$ cat config.mk
export PLATFORM = sky130hd
export DESIGN_NAME = dd_alu
export DESIGN_NICKNAME = d
export VERILOG_FILES = /design/src/design/dd_pkg.sv /design/src/design/dd_alu.sv
export SDC_FILE = /design/constraint.sdc
export NUM_CORES = 1
export LEC_CHECK = 0
export BUFFER_PORTS_ARGS = -buffer_cell sky130_fd_sc_hd__buf_4
export CORE_UTILIZATION = 48
export DETAILED_ROUTE_END_ITERATION = 8
export PLACE_DENSITY = 0.95
export SKIP_LAST_GASP = 1
export SYNTH_ARGS = -nofsm -noshare
export SYNTH_HDL_FRONTEND = slang
export SYNTH_SLANG_ARGS = --single-unit
$ cat constraint.sdc
create_clock -name vclk -period 9.9
set_input_delay 1.98 -clock vclk [all_inputs]
set_output_delay 1.98 -clock vclk [all_outputs]
set_load 0.02 [all_outputs]
$ cat src/design/dd_pkg.sv
package dd_pkg;

    localparam int DIST_W = 20;
    localparam logic [DIST_W-1:0] NO_EDGE = 20'd1000000;
    localparam logic [6:0] NODE_COUNT_RESET = 7'd64;

    localparam logic [1:0] REQ_ADD_EDGE = 2'd0;
    localparam logic [1:0] REQ_MARK     = 2'd1;
    localparam logic [1:0] REQ_RUN      = 2'd2;
    localparam logic [1:0] REQ_CLEAR    = 2'd3;

    typedef enum logic [3:0] {
        ST_IDLE,
        ST_CLEAR,
        ST_EDGE_RD,
        ST_EDGE_CMP,
        ST_EDGE_WR_BA,
        ST_RELAX,
        ST_RELAX_LAST,
        ST_PICK,
        ST_SCAN,
        ST_SCAN_LAST,
        ST_DONE
    } state_t;

    typedef struct packed {
        logic [DIST_W-1:0] a;
        logic [DIST_W-1:0] b;
        logic [DIST_W-1:0] c;
        logic [DIST_W-1:0] best;
    } alu_in_t;

    typedef struct packed {
        logic [DIST_W:0]   sum;
        logic              less;
        logic [DIST_W-1:0] new_val;
        logic              better;
    } alu_out_t;

endpackage

$ cat src/design/dd_alu.sv
module dd_alu (
    input  dd_pkg::alu_in_t  op,
    output dd_pkg::alu_out_t res
);

    always_comb
    begin
        res.sum     = {1'b0, op.a} + {1'b0, op.b};
        res.less    = res.sum < {1'b0, op.c};
        res.new_val = res.less ? res.sum[dd_pkg::DIST_W-1:0] : op.c;
        res.better  = res.new_val < op.best;
    end

endmodule

==> qor.yml <==
outcome:
  outcome: "finished with violations"
  violations: "DRC"
global_routing:
  antenna_found_initial: 0
  grt_overflow_total: 0
  grt_usage_pct: 28.2
  grt_max_degree: 12
  grt_pass1_wl_um: 11700
  grt_pass1_vias: 2679
floorplan:
  initial_core_util_pct: 51.3
  coreArea_mm2: 0.00447
  die_height_um: 71.1
  design.die.area_mm2: 0.00506
  rows: 24
  ios: 123
  die_x_um: 71.1
hold_path:
  min_to: "res[1]"
  hold_path.class: "in2out"
  hold_start: "op[20]"
  min_path_cells: 3
cts:
  hold_buffers: 0
detailed_routing:
  via_count: 2654
  finalWirelength_um: 7160
  initialDrtViolationCount: 161
  drc: 7
  drtPass1Iterations: 6
  drtAntennaViolNets: 0
  wl_per_cell_um: 15.7
  via_per_inst: 5.83
logic_synthesis:
  avgSynthCellArea_um2: 8.05
  synth_cell_types: 47
  synth_top_area_share_pct: 31.6
  synth_fp_nets: 424
  yosysSeqAreaShare_pct: 0
  postSynthCellCount: 285
  syn_area_mm2: 0.00229
  synth_largest_area_cell: "ha_1"
  yosysWarnings: 0
  yosys-top-cells-area: "ha_1, mux2_4, inv_1"
setup_path:
  worst_ep_required_time_ns: 7.92
  startpoint: "op[40]"
  crit_arrival_ns: 7.45
  cp-end-kind: "output port"
  crit_type: "in2out"
  cp-start-kind: "input pin"
  critPathMaxFanout: 11
timing:
  rsz0062_at_grt: "no"
  finalHoldViolCount: 0
  timing.slew.headroom_pct: 70.7
  setup_tns_ns: 0
  fmax_mhz: 106
  worst_pin_slew_ns: 0.437
  fin_crit_ns: 9.43
  report.final.slew_viol_count: 0
  finalSetupViolations: 0
  period_share_pct: 95.2
final_layout:
  final_cell_mix: "buf_4, ha_1, inv_1, a21oi_1, mux2_4"
  areaGrowthSynthToFinish_pct: 42.3
  design.seq.count: 0
  diodes: 0
  ff_latch_area_um2: 0
  layout-drive-gt1-share_pct: 37.7
  final_common_cell: "buf_4"
  finalNetCount: 544
  clkbuf_count: 0
place:
  dp_hpwl_um: 6380
  place.gp.congestion: 0.949
  port_buffers: 123
run:
  maxCapViolCount: 0
pwr:
  p_leak_nw: 1.83
  p_per_area_mw_per_mm2: 118
  power_w: 0.000385
  vdd_drop_max_uv: 58.7
[metal layers]
| layer | track usage (%) | routed length [um] | up-vias | share of wire, % |
|---|---|---|---|---|
| li1 | - | - | 1306 | - |
| met1 | 32.6 | 2830 | 1225 | 40 |
| met2 | 54.4 | 3790 | 99 | 53 |
| met3 | 1.85 | 300 | 24 | 4.2 |
| met4 | 9.56 | 235 | 0 | 3.3 |
| met5 | 0 | 0 | - | 0 |
[cells by family after synthesis]
family | Yosys count | share of synthesized area (%)
buf+inv | 52 | 9.49
xor+xnor | 15 | 5.73
fa+ha+maj | 59 | 32.5
compound gates | 94 | 28.4
simple gates | 46 | 11.9
mux | 19 | 11.9
[worst max-delay path, cell delays in order]
cell,delay [ns]
buf_4,0.08
ha_1,0.21
inv_1,0.07
fa_1,0.42
nor2b_1,0.23
o2111ai_2,0.18
nand4b_4,0.17
and3_1,0.18
o31ai_1,0.07
a21oi_1,0.28
ha_1,0.32
and4_1,0.20
a221oi_1,0.22
o21ai_0,0.12
a31oi_1,0.16
o31ai_1,0.13
or2_1,0.26
buf_4,0.21
mux2_4,0.32
ha_1,0.31
o21ai_0,0.22
o21bai_1,0.09
a211oi_1,0.23
o21ai_0,0.12
a21oi_1,0.24
o211ai_1,0.12
o211ai_1,0.11
buf_4,0.17
[power by group]
group / switching [W] / internal (W) / leakage, nW
Combinational: 0.000204 / 0.000181 / 1.83
Sequential: 0 / 0 / 0
Clock: 0 / 0 / 0
[synthesized netlist by cell type (all sizes together), types with 3 or more instances]
cell type,count
a21oi,20
a31oi,4
nor2,8
inv,45
a211o,4
nor2b,3
buf,5
ha,58
a21o,12
nand3,5
o21ai,14
mux2,19
nand2,7
xnor2,13
a211oi,9
and3,3
o21bai,3
o211ai,8
nand4,5
o21a,6
and4,4
[what timing repair did]
item,4_1_cts,5_1_grt
setup buffers,0,0
hold endpoints to repair,0,0
gates resized for setup,0,2
endpoints found under the setup margin,0,1
[layout make-up]
cell class | instances | area (um2)
repair buffers | 125 | 938
inverters | 45 | 169
well taps | 52 | 65.1
multi-input cells | 233 | 2090
fillers | 333 | 1210
[worst max path at each step]
stage | slack [ns] | endpoint
finish | 0.47 | res[0]
global route | 0.02 | res[0]
CTS | 0.48 | res[0]
detailed placement | 0.49 | res[0]
global placement | 0.75 | res[0]
floorplan | 0.71 | res[0]
[stage by stage]
stage | hold WS [ns] | std cells | setup slack, ns | util [%] | cell area, um2
after floorplan | 4.12 | 285 | 0.710 | - | 2290
after global placement | 4.31 | 455 | 0.745 | 72.6 | 3250
after detailed placement | 4.32 | 455 | 0.491 | 72.6 | 3250
after global routing | 4.32 | 455 | 0.0210 | 72.9 | 3260
after CTS | 4.32 | 455 | 0.477 | 72.6 | 3250
final | 4.32 | 455 | 0.472 | 72.9 | 3260
(Power assumes the default switching activity.)
