[config.mk]
export PLATFORM = sky130hd
export DESIGN_NAME = dd_ram
export DESIGN_NICKNAME = d
export VERILOG_FILES = /design/src/design/dd_ram.sv
export SDC_FILE = /design/constraint.sdc
export NUM_CORES = 1
export LEC_CHECK = 0
export ABC_CLOCK_PERIOD_IN_PS = 2740
export BUFFER_PORTS_ARGS = -buffer_cell sky130_fd_sc_hd__buf_4
export CORE_ASPECT_RATIO = 0.75
export CORE_UTILIZATION = 43
export CTS_CLUSTER_SIZE = 10
export DETAILED_ROUTE_END_ITERATION = 7
export GPL_ROUTABILITY_DRIVEN = 0
export SLEW_MARGIN = 15
export SYNTH_ARGS = -nofsm -noshare
export SYNTH_HDL_FRONTEND = slang
export SYNTH_SLANG_ARGS = --single-unit
[constraint.sdc]
create_clock -name clk -period 2.74 [get_ports clk]
set_input_delay 0.137 -clock clk [delete_from_list [all_inputs] [get_ports clk]]
set_output_delay 0.137 -clock clk [all_outputs]
set_load 0.005 [all_outputs]
[src/design/dd_ram.sv]
module dd_ram #(
    parameter int WIDTH = 20,
    parameter int DEPTH = 64
) (
    input  logic                                       clk,
    input  logic                                       we,
    input  logic [((DEPTH > 1) ? $clog2(DEPTH) : 1)-1:0] waddr,
    input  logic [WIDTH-1:0]                           wdata,
    input  logic [((DEPTH > 1) ? $clog2(DEPTH) : 1)-1:0] raddr,
    output logic [WIDTH-1:0]                           rdata
);

    logic [WIDTH-1:0] mem_reg [DEPTH];
    logic [WIDTH-1:0] rdata_reg;

    always_ff @(posedge clk)
    begin
        if (we)
        begin
            mem_reg[waddr] <= wdata;
        end
        rdata_reg <= mem_reg[raddr];
    end

    assign rdata = rdata_reg;

endmodule

==> results of run 1 <==
[final cells by class]
class	instances	share of cell area
Timing Repair Buffer	256	0.0385
Multi-Input combinational cell	814	0.178
Clock inverter	11	0.00219
Inverter	1	0.0000656
Sequential cell	1300	0.679
Tap cell	1526	0.0334
Antenna cell	5	0.000219
Clock buffer	190	0.0692
[cells in the final DEF, fill, tap and decap left out, types with 3 or more instances in the layout]
cell type,n
nor2_1,11
a21oi_1,3
clkinv_8,3
o21ai_0,32
o31ai_1,15
mux2i_1,184
nand3b_1,4
clkbuf_1,37
inv_6,6
mux4_2,264
o22ai_1,52
buf_4,217
buf_12,17
diode_2,5
nor2b_1,5
and3_1,16
dlygate4sd3_1,19
a21o_1,15
nor2_2,62
mux2_2,6
dfxtp_1,20
a22oi_1,64
clkbuf_16,152
nor3_1,4
edfxtp_1,1280
nand2_1,12
nand3_1,6
a31oi_1,32
nand2b_1,6
[kinds of logic after synthesis]
family	share of synthesized area
muxes	0.159
buffers and inverters	0.0137
DFF	0.785
AOI/OAI and AO/OA	0.0296
and+or+nand+nor	0.0133
[timing repair]
action / in CTS / in global routing
endpoints found under the hold margin: 688 / 0
resized for setup: 0 / 0
hold buffers: 19 / 0
[routing by layer]
layer	wire (um)	track usage
met1	53000	0.314
met2	55600	0.317
met3	13200	0.0632
met4	3020	0.0744
met5	40	0
[report_power, final]
part / leakage (uW) / internal (uW) / switching, uW
clock network: 0.00198 / 10000 / 7290
logic: 0.00480 / 841 / 1340
registers: 0.0117 / 22000 / 78.3
[final timing paths]
check | startpoint | to | cells after the start
setup / recovery | mem_reg[39][8] | rdata[8] | 5
hold / removal | wdata[15] | mem_reg[39][15] | 1
setup reg to reg | mem_reg[39][8] | rdata[8] | 5
hold reg to reg | mem_reg[58][0] | rdata[0] | 4
[metrics by stage]
step | cells | TNS [ns]
after floorplan | 2243 | 0
after global placement | 3878 | -0.173
after detailed placement | 3878 | -0.166
after CTS | 4098 | 0
after global routing | 4099 | 0
final | 4103 | 0
==> flow_summary.yaml, run 1 <==
clocking:
  cts_tree: "done"
  clockRootBuffer: "clkbuf_16"
  worstSkewPairLatency_ns: 0.76
  htreeDepth: 4
  cts_setup_buffers: 0
  cts_made_buffers: 148
  cts_num_sinks: 1300
  clk_pin_slew_ns: 0.05
  cts_buffer_depth: 3
worst_setup_path:
  critPathArrivalTime_ns: 2.96
  crit_family: "compound AO/OA/AOI/OAI gates"
  crit_buf_inv: 0
  critical_path_class: "flip-flop to flip-flop"
  cp.required_ns: 3.42
  startpoint_type: "flip-flop"
  crit_slowest_cell: "o31ai_1"
  crit_chain: "mux4_2 -> mux2i_1 -> a21o_1 -> o31ai_1 -> and3_1"
  crit_path_max_fanout: 1
  end_kind: "flip-flop"
  max_stage_delay_ns: 0.98
  rrSetupSlack_ns: 0.46
sta:
  relSlewSlack: 0.233
  drv_slew: 0
  worstMarginPinSlew_ns: 1.14
  period_minus_slack_ns: 2.28
  grt_setup_unrepaired: "no"
  setup_viol: 0
  setup_ws_ns: 0.464
  hold_viol: 0
  whs_ns: 0.0275
  period_share: 0.831
  clock.fmax_mhz: 439
  worst_clock_skew_ns: 0.0233
outcome:
  outcome: "complete, no violations"
final_layout:
  nNetsFinal: 2555
  final_core_util: 0.503
  largest_register_ffs: 1280
  final_area_mm2: 0.0572
  syn_to_final_growth_pct: 15.6
  drive_gt1_frac: 0.288
  seq_area_mm2: 0.0388
  multiInputGateArea_mm2: 0.0102
  fillCellCount: 8953
pwr:
  power_uw: 41600
  irDropWorstVdd_mv: 0.588
  p_leak_uw: 0.0185
  power_density_mw_per_mm2: 727
global_routing:
  grt_pass1_vias: 24300
  grt-ovfl-total: 0
  grt_max_degree: 65
  grt_pass1_wl_um: 178000
  grt_usage: 0.217
  antenna_found_initial: 12
synthesis:
  yosysSeqAreaShare: 0.785
  yosysMostFrequentCell: "edfxtp_1"
  synth_commonest_cells: "edfxtp_1 (1,280), mux4_2 (264), mux2i_1 (184), nor2_1 (74), a22oi_1 (64)"
  ys_types: 36
  syn_avg_cell_area_um2: 22.1
  synth_edf_count: 1280
  synth_area_mm2: 0.0495
  synth_flop_cell: "edfxtp_1"
  yosysWarnings: 0
  ys_top_cells_by_area: "edfxtp_1 (78%), mux4_2 (12%), mux2i_1 (3.7%)"
  async_flop_share: 0
  synth_fp_nets: 2277
  synth_largest_area_cell: "edfxtp_1"
  synth_top_area_frac: 0.777
  ys_ff_latch: 1300
  synthCells: 2243
floorplanning:
  die_width_um: 394
  initial_core_util: 0.435
  core_area_mm2: 0.114
  die_area_mm2: 0.116
  dieHeight_um: 296
  num_rows: 107
  io_pins: 54
hold_path:
  holdCritPathClass: "primary input to flip-flop"
routing:
  routed_wl_um: 125000
  wire_per_inst_um: 30.4
  drtAntennaViolNets: 0
  drtPass1Iterations: 5
  vias: 24100
  vias_per_cell: 5.88
  drcViolationCount: 0
  drt_iter0_drc: 2719
placement:
  place_ws_ns: -0.166
  dp_hpwl_um: 72900
  io_buffer_count: 53
  placed_area_mm2: 0.0529
job:
  drv_cap: 0
Note: power is estimated with default switching activity, not from simulation.
==> inputs of run 2 (changes only) <==
--- a/config.mk
+++ b/config.mk
@@ -5,7 +5,7 @@
 export SDC_FILE = /design/constraint.sdc
 export NUM_CORES = 1
 export LEC_CHECK = 0
-export ABC_CLOCK_PERIOD_IN_PS = 2740
+export ABC_CLOCK_PERIOD_IN_PS = 1900
 export BUFFER_PORTS_ARGS = -buffer_cell sky130_fd_sc_hd__buf_4
 export CORE_ASPECT_RATIO = 0.75
 export CORE_UTILIZATION = 43
==> constraint.sdc (replaced) <==
create_clock -name clk -period 1.9 [get_ports clk]
set_input_delay 0.095 -clock clk [delete_from_list [all_inputs] [get_ports clk]]
set_output_delay 0.095 -clock clk [all_outputs]
set_load 0.005 [all_outputs]
==> flow_summary.yaml, run 2 (synthesis results as in run 1) <==
outcome:
  outcome: "complete, no violations"
routing:
  vias_per_cell: 5.82
  wire_per_inst_um: 29.8
  drtPass1Iterations: 5
  vias: 25000
  drt_iter0_drc: 2526
  drcViolationCount: 0
  routed_wl_um: 128000
  drtAntennaViolNets: 0
worst_setup_path:
  crit_path_max_fanout: 1
  startpoint_type: "flip-flop"
  crit_family: "multiplexers"
  crit_top_cell: "mux4_2"
  cp.required_ns: 2.53
  crit_slowest_cell: "mux4_2"
  critPathArrivalTime_ns: 2.50
  end_kind: "flip-flop"
  max_stage_delay_ns: 0.51
  crit_buf_inv: 1
  crit_chain: "mux4_2 -> mux4_2 -> o22ai_2 -> buf_4 -> nor3_1"
  critical_path_class: "flip-flop to flip-flop"
  rrSetupSlack_ns: 0.03
sta:
  worstMarginPinSlew_ns: 0.880
  clock.fmax_mhz: 534
  period_share: 0.985
  finalSetupTns_ns: 0
  worst_clock_skew_ns: 0.0309
  drv_slew: 0
  setup_viol: 0
  setup_ws_ns: 0.0291
  relSlewSlack: 0.413
  period_minus_slack_ns: 1.87
  hold_viol: 0
global_routing:
  grt_max_degree: 65
  grtUsageMet1: 0.328
  use_met2: 0.332
  antenna_found_initial: 4
  grt_pass1_wl_um: 182000
  grt-ovfl-total: 0
  grt_usage: 0.222
  globalRoute.busiestLayer: "met2"
  grtUsageMet3: 0.0498
  grt_pass1_vias: 25100
placement:
  dp_hpwl_um: 77700
  place_ws_ns: -0.723
  io_buffer_count: 53
  dp.cells: 4046
final_layout:
  fillCellCount: 8792
  stdcell_count: 4289
  drive_gt1_frac: 0.336
  final_core_util: 0.526
  syn_to_final_growth_pct: 20.9
  largest_register_ffs: 1280
  layout_commonest_cell: "edfxtp_1"
  nNetsFinal: 2730
  most-common-layout-cells: "edfxtp_1 (1,280), buf_4 (298), mux4_2 (264)"
floorplanning:
  core_area_mm2: 0.114
  num_rows: 107
  io_pins: 54
  die_width_um: 394
  dieHeight_um: 296
  initial_core_util: 0.435
  die_area_mm2: 0.116
job:
  drv_cap: 0
clocking:
  worstSkewPairLatency_ns: 0.75
  cts_tree: "done"
  htreeDepth: 4
  cts_setup_buffers: 0
  cts_made_buffers: 148
  cts_num_sinks: 1300
  cts_buffer_depth: 3
  clk_pin_slew_ns: 0.05
  clockRootBuffer: "clkbuf_16"
pwr:
  power_density_mw_per_mm2: 1020
  irDropWorstVdd_mv: 0.780
  p_leak_uw: 0.0196
hold_path:
  holdCritPathClass: "primary input to flip-flop"
[run 2: cell count changes in the layout (fill, tap and decap cells not counted), sizes merged]
| cell | delta |
|---|---|
| inv | -5 |
| clkbuf | +9 |
| dlygate4sd3 | +8 |
| clkinv | +3 |
| dlymetal6s4s | +1 |
| buf | +166 |
| diode | +4 |
[run 2: layout make-up]
class                           instances  area, um2  share of cell area
Sequential cell                      1300      38800               0.649
Multi-Input combinational cell        814      10300               0.172
Timing Repair Buffer                  431       4600              0.0768
Clock buffer                          199       4070              0.0679
Tap cell                             1526       1910              0.0319
Clock inverter                          9        121             0.00203
Antenna cell                            9       22.5            0.000376
Inverter                                1       3.75           0.0000627
[run 2: final timing paths]
path	from	to	depth (start not counted)
max	mem_reg[19][18]	rdata[18]	5
min	waddr[5]	mem_reg[48][1]	5
max reg2reg	mem_reg[19][18]	rdata[18]	5
min reg2reg	mem_reg[26][14]	rdata[14]	5
[run 2: worst register-to-register path: cells and delay by family, from the launching register on]
kind | cells | cell delay [ns]
multiplexers | 2 | 1.02
AND/OR/NAND/NOR | 1 | 0.04
flip-flops | 1 | 0.37
buffers and inverters | 1 | 0.15
AO/OA/AOI/OAI | 1 | 0.16
[run 2: routing by layer]
layer / wire length (um) / vias up
met4: 2800 / 4
li1: - / 10400
met3: 11200 / 164
met2: 57700 / 981
met1: 56100 / 13400
met5: 29 / -
[run 2: where the power goes]
part,leakage [uW],switching [uW],total [uW],internal (uW)
combinational,0.00592,2040,3580,1550
sequential,0.0117,131,31900,31800
clock,0.00203,10500,25300,14700
total,0.0196,12700,60800,48100
[run 2: metrics by stage]
stage / cell area (um2) / hold slack (ns) / power [uW]
6_report: 59900 / 0.140 / 60800
5_1_grt: 59800 / 0.126 / 62500
4_1_cts: 59700 / 0.0861 / 61300
3_5_place_dp: 55200 / 0.485 / 36000
3_3_place_gp: 55200 / 0.492 / 35900
2_1_floorplan: 49600 / 0.194 / 34000
[run 2: repair_timing]
action,in CTS,in global routing
hold buffers,28,0
pin swaps,0,6
endpoints found under the setup margin,5,10
resized for setup,5,19
hold endpoints to repair,1121,0
==> inputs of run 3 (changes only) <==
--- a/config.mk
+++ b/config.mk
@@ -12,6 +12,7 @@
 export CTS_CLUSTER_SIZE = 10
 export DETAILED_ROUTE_END_ITERATION = 7
 export GPL_ROUTABILITY_DRIVEN = 0
+export MAX_ROUTING_LAYER = met4
 export SLEW_MARGIN = 15
 export SYNTH_ARGS = -nofsm -noshare
 export SYNTH_HDL_FRONTEND = slang
==> constraint.sdc (replaced) <==
create_clock -name clk -period 1.9 [get_ports clk]
set_input_delay 0.095 -clock clk [delete_from_list [all_inputs] [get_ports clk]]
set_output_delay 0.095 -clock clk [all_outputs]
set_load 0.05 [all_outputs]
==> flow_summary.yaml, run 3 (synthesis results as in run 1) <==
outcome:
  outcome: "complete, no violations"
sta:
  worstMarginPinSlew_ns: 0.875
  period_minus_slack_ns: 1.87
  setup_viol: 0
  drv_slew: 0
  hold_viol: 0
  period_share: 0.985
  whs_ns: 0.140
  relSlewSlack: 0.416
  clock.fmax_mhz: 534
  worst_clock_skew_ns: 0.0286
  setup_ws_ns: 0.0291
global_routing:
  antenna_found_initial: 3
  grt_usage: 0.229
  globalRoute.busiestLayer: "met2"
  grtUsageMet3: 0.0517
  use_met2: 0.332
  grtUsageMet1: 0.327
  grt-ovfl-total: 0
  grt_pass1_wl_um: 182000
  grt_max_degree: 65
  grt_pass1_vias: 25000
final_layout:
  largest_register_ffs: 1280
  drive_gt1_frac: 0.336
  layout_commonest_cell: "edfxtp_1"
  nNetsFinal: 2730
  most-common-layout-cells: "edfxtp_1 (1,280), buf_4 (298), mux4_2 (264)"
  syn_to_final_growth_pct: 20.9
worst_setup_path:
  end_kind: "flip-flop"
  r2r-start: "mem_reg[4][0]"
  cp-startpoint: "mem_reg[4][0]"
  critical_path_class: "flip-flop to flip-flop"
  critPathArrivalTime_ns: 2.50
  crit_path_max_fanout: 1
  startpoint_type: "flip-flop"
  cp.required_ns: 2.53
floorplanning:
  num_rows: 107
  core_area_mm2: 0.114
  die_area_mm2: 0.116
  io_pins: 54
  dieHeight_um: 296
  die_width_um: 394
  initial_core_util: 0.435
routing:
  wire_per_inst_um: 29.8
  drtPass1Iterations: 5
  drt_iter0_drc: 2703
  vias_per_cell: 5.80
  drtAntennaViolNets: 0
  vias: 24800
  drcViolationCount: 0
  routed_wl_um: 128000
placement:
  dp_hpwl_um: 77700
  io_buffer_count: 53
  place_ws_ns: -0.723
clocking:
  cts_setup_buffers: 0
  cts_made_buffers: 148
  clockRootBuffer: "clkbuf_16"
  cts_num_sinks: 1300
  cts_tree: "done"
  clk_pin_slew_ns: 0.05
  htreeDepth: 4
  cts_buffer_depth: 3
  worstSkewPairLatency_ns: 0.75
pwr:
  p_leak_uw: 0.0196
  power_density_mw_per_mm2: 1020
  irDropWorstVdd_mv: 0.779
  power_uw: 61000
job:
  drv_cap: 0
hold_path:
  worstHoldStart: "we"
  holdCritPathClass: "primary input to flip-flop"
[run 3: area by class of cell]
| class | count | area, um2 |
|---|---|---|
| Antenna cell | 7 | 17.5 |
| Clock buffer | 199 | 4070 |
| Clock inverter | 9 | 121 |
| Fill cell | 8797 | 54000 |
| Inverter | 1 | 3.75 |
| Multi-Input combinational cell | 814 | 10300 |
| Sequential cell | 1300 | 38800 |
| Tap cell | 1526 | 1910 |
| Timing Repair Buffer | 431 | 4600 |
[run 3: worst max-delay path, stage by stage (launching register included)]
cell and delay (ns):
edfxtp_1 0.38, mux4_2 0.48, mux4_2 0.53, o22ai_2 0.17, buf_4 0.15, nor3_1 0.04
[run 3: worst paths after layout]
| kind | end | slack (ns) | depth (start not counted) |
|---|---|---|---|
| setup reg to reg | rdata[0] | 0.03 | 5 |
| setup / recovery | rdata[0] | 0.03 | 5 |
| hold / removal | mem_reg[48][1] | 0.14 | 5 |
| hold reg to reg | rdata[14] | 0.85 | 5 |
[run 3: what timing repair did]
| item | 4_1_cts | 5_1_grt |
|---|---|---|
| pin swaps | 0 | 6 |
| setup endpoints to repair | 5 | 10 |
| gates resized for setup | 5 | 18 |
| endpoints found under the hold margin | 1121 | 0 |
| hold buffers | 28 | 0 |
[run 3: power breakdown]
| part | total [uW] | leakage, uW | internal, uW | switching (uW) |
|---|---|---|---|---|
| Clock | 25300 | 0.00203 | 14800 | 10500 |
| Combinational | 3790 | 0.00592 | 1550 | 2240 |
| Sequential | 31900 | 0.0117 | 31800 | 132 |
[run 3: through the flow]
stage	utilization	area (um2)	cells	TNS, ns
final	0.526	59800	4287	0
after global routing	0.526	59800	4282	-0.00801
after CTS	0.525	59700	4282	0
after detailed placement	0.485	55200	4046	-9.96
after global placement	0.485	55200	4046	-9.62
after floorplan	-	49600	2243	-102.47
[run 3: per-layer routing]
metal	wire, um	share of wire
met1	56000	0.44
met2	57800	0.45
met3	11000	0.086
met4	2930	0.023
met5	0	0
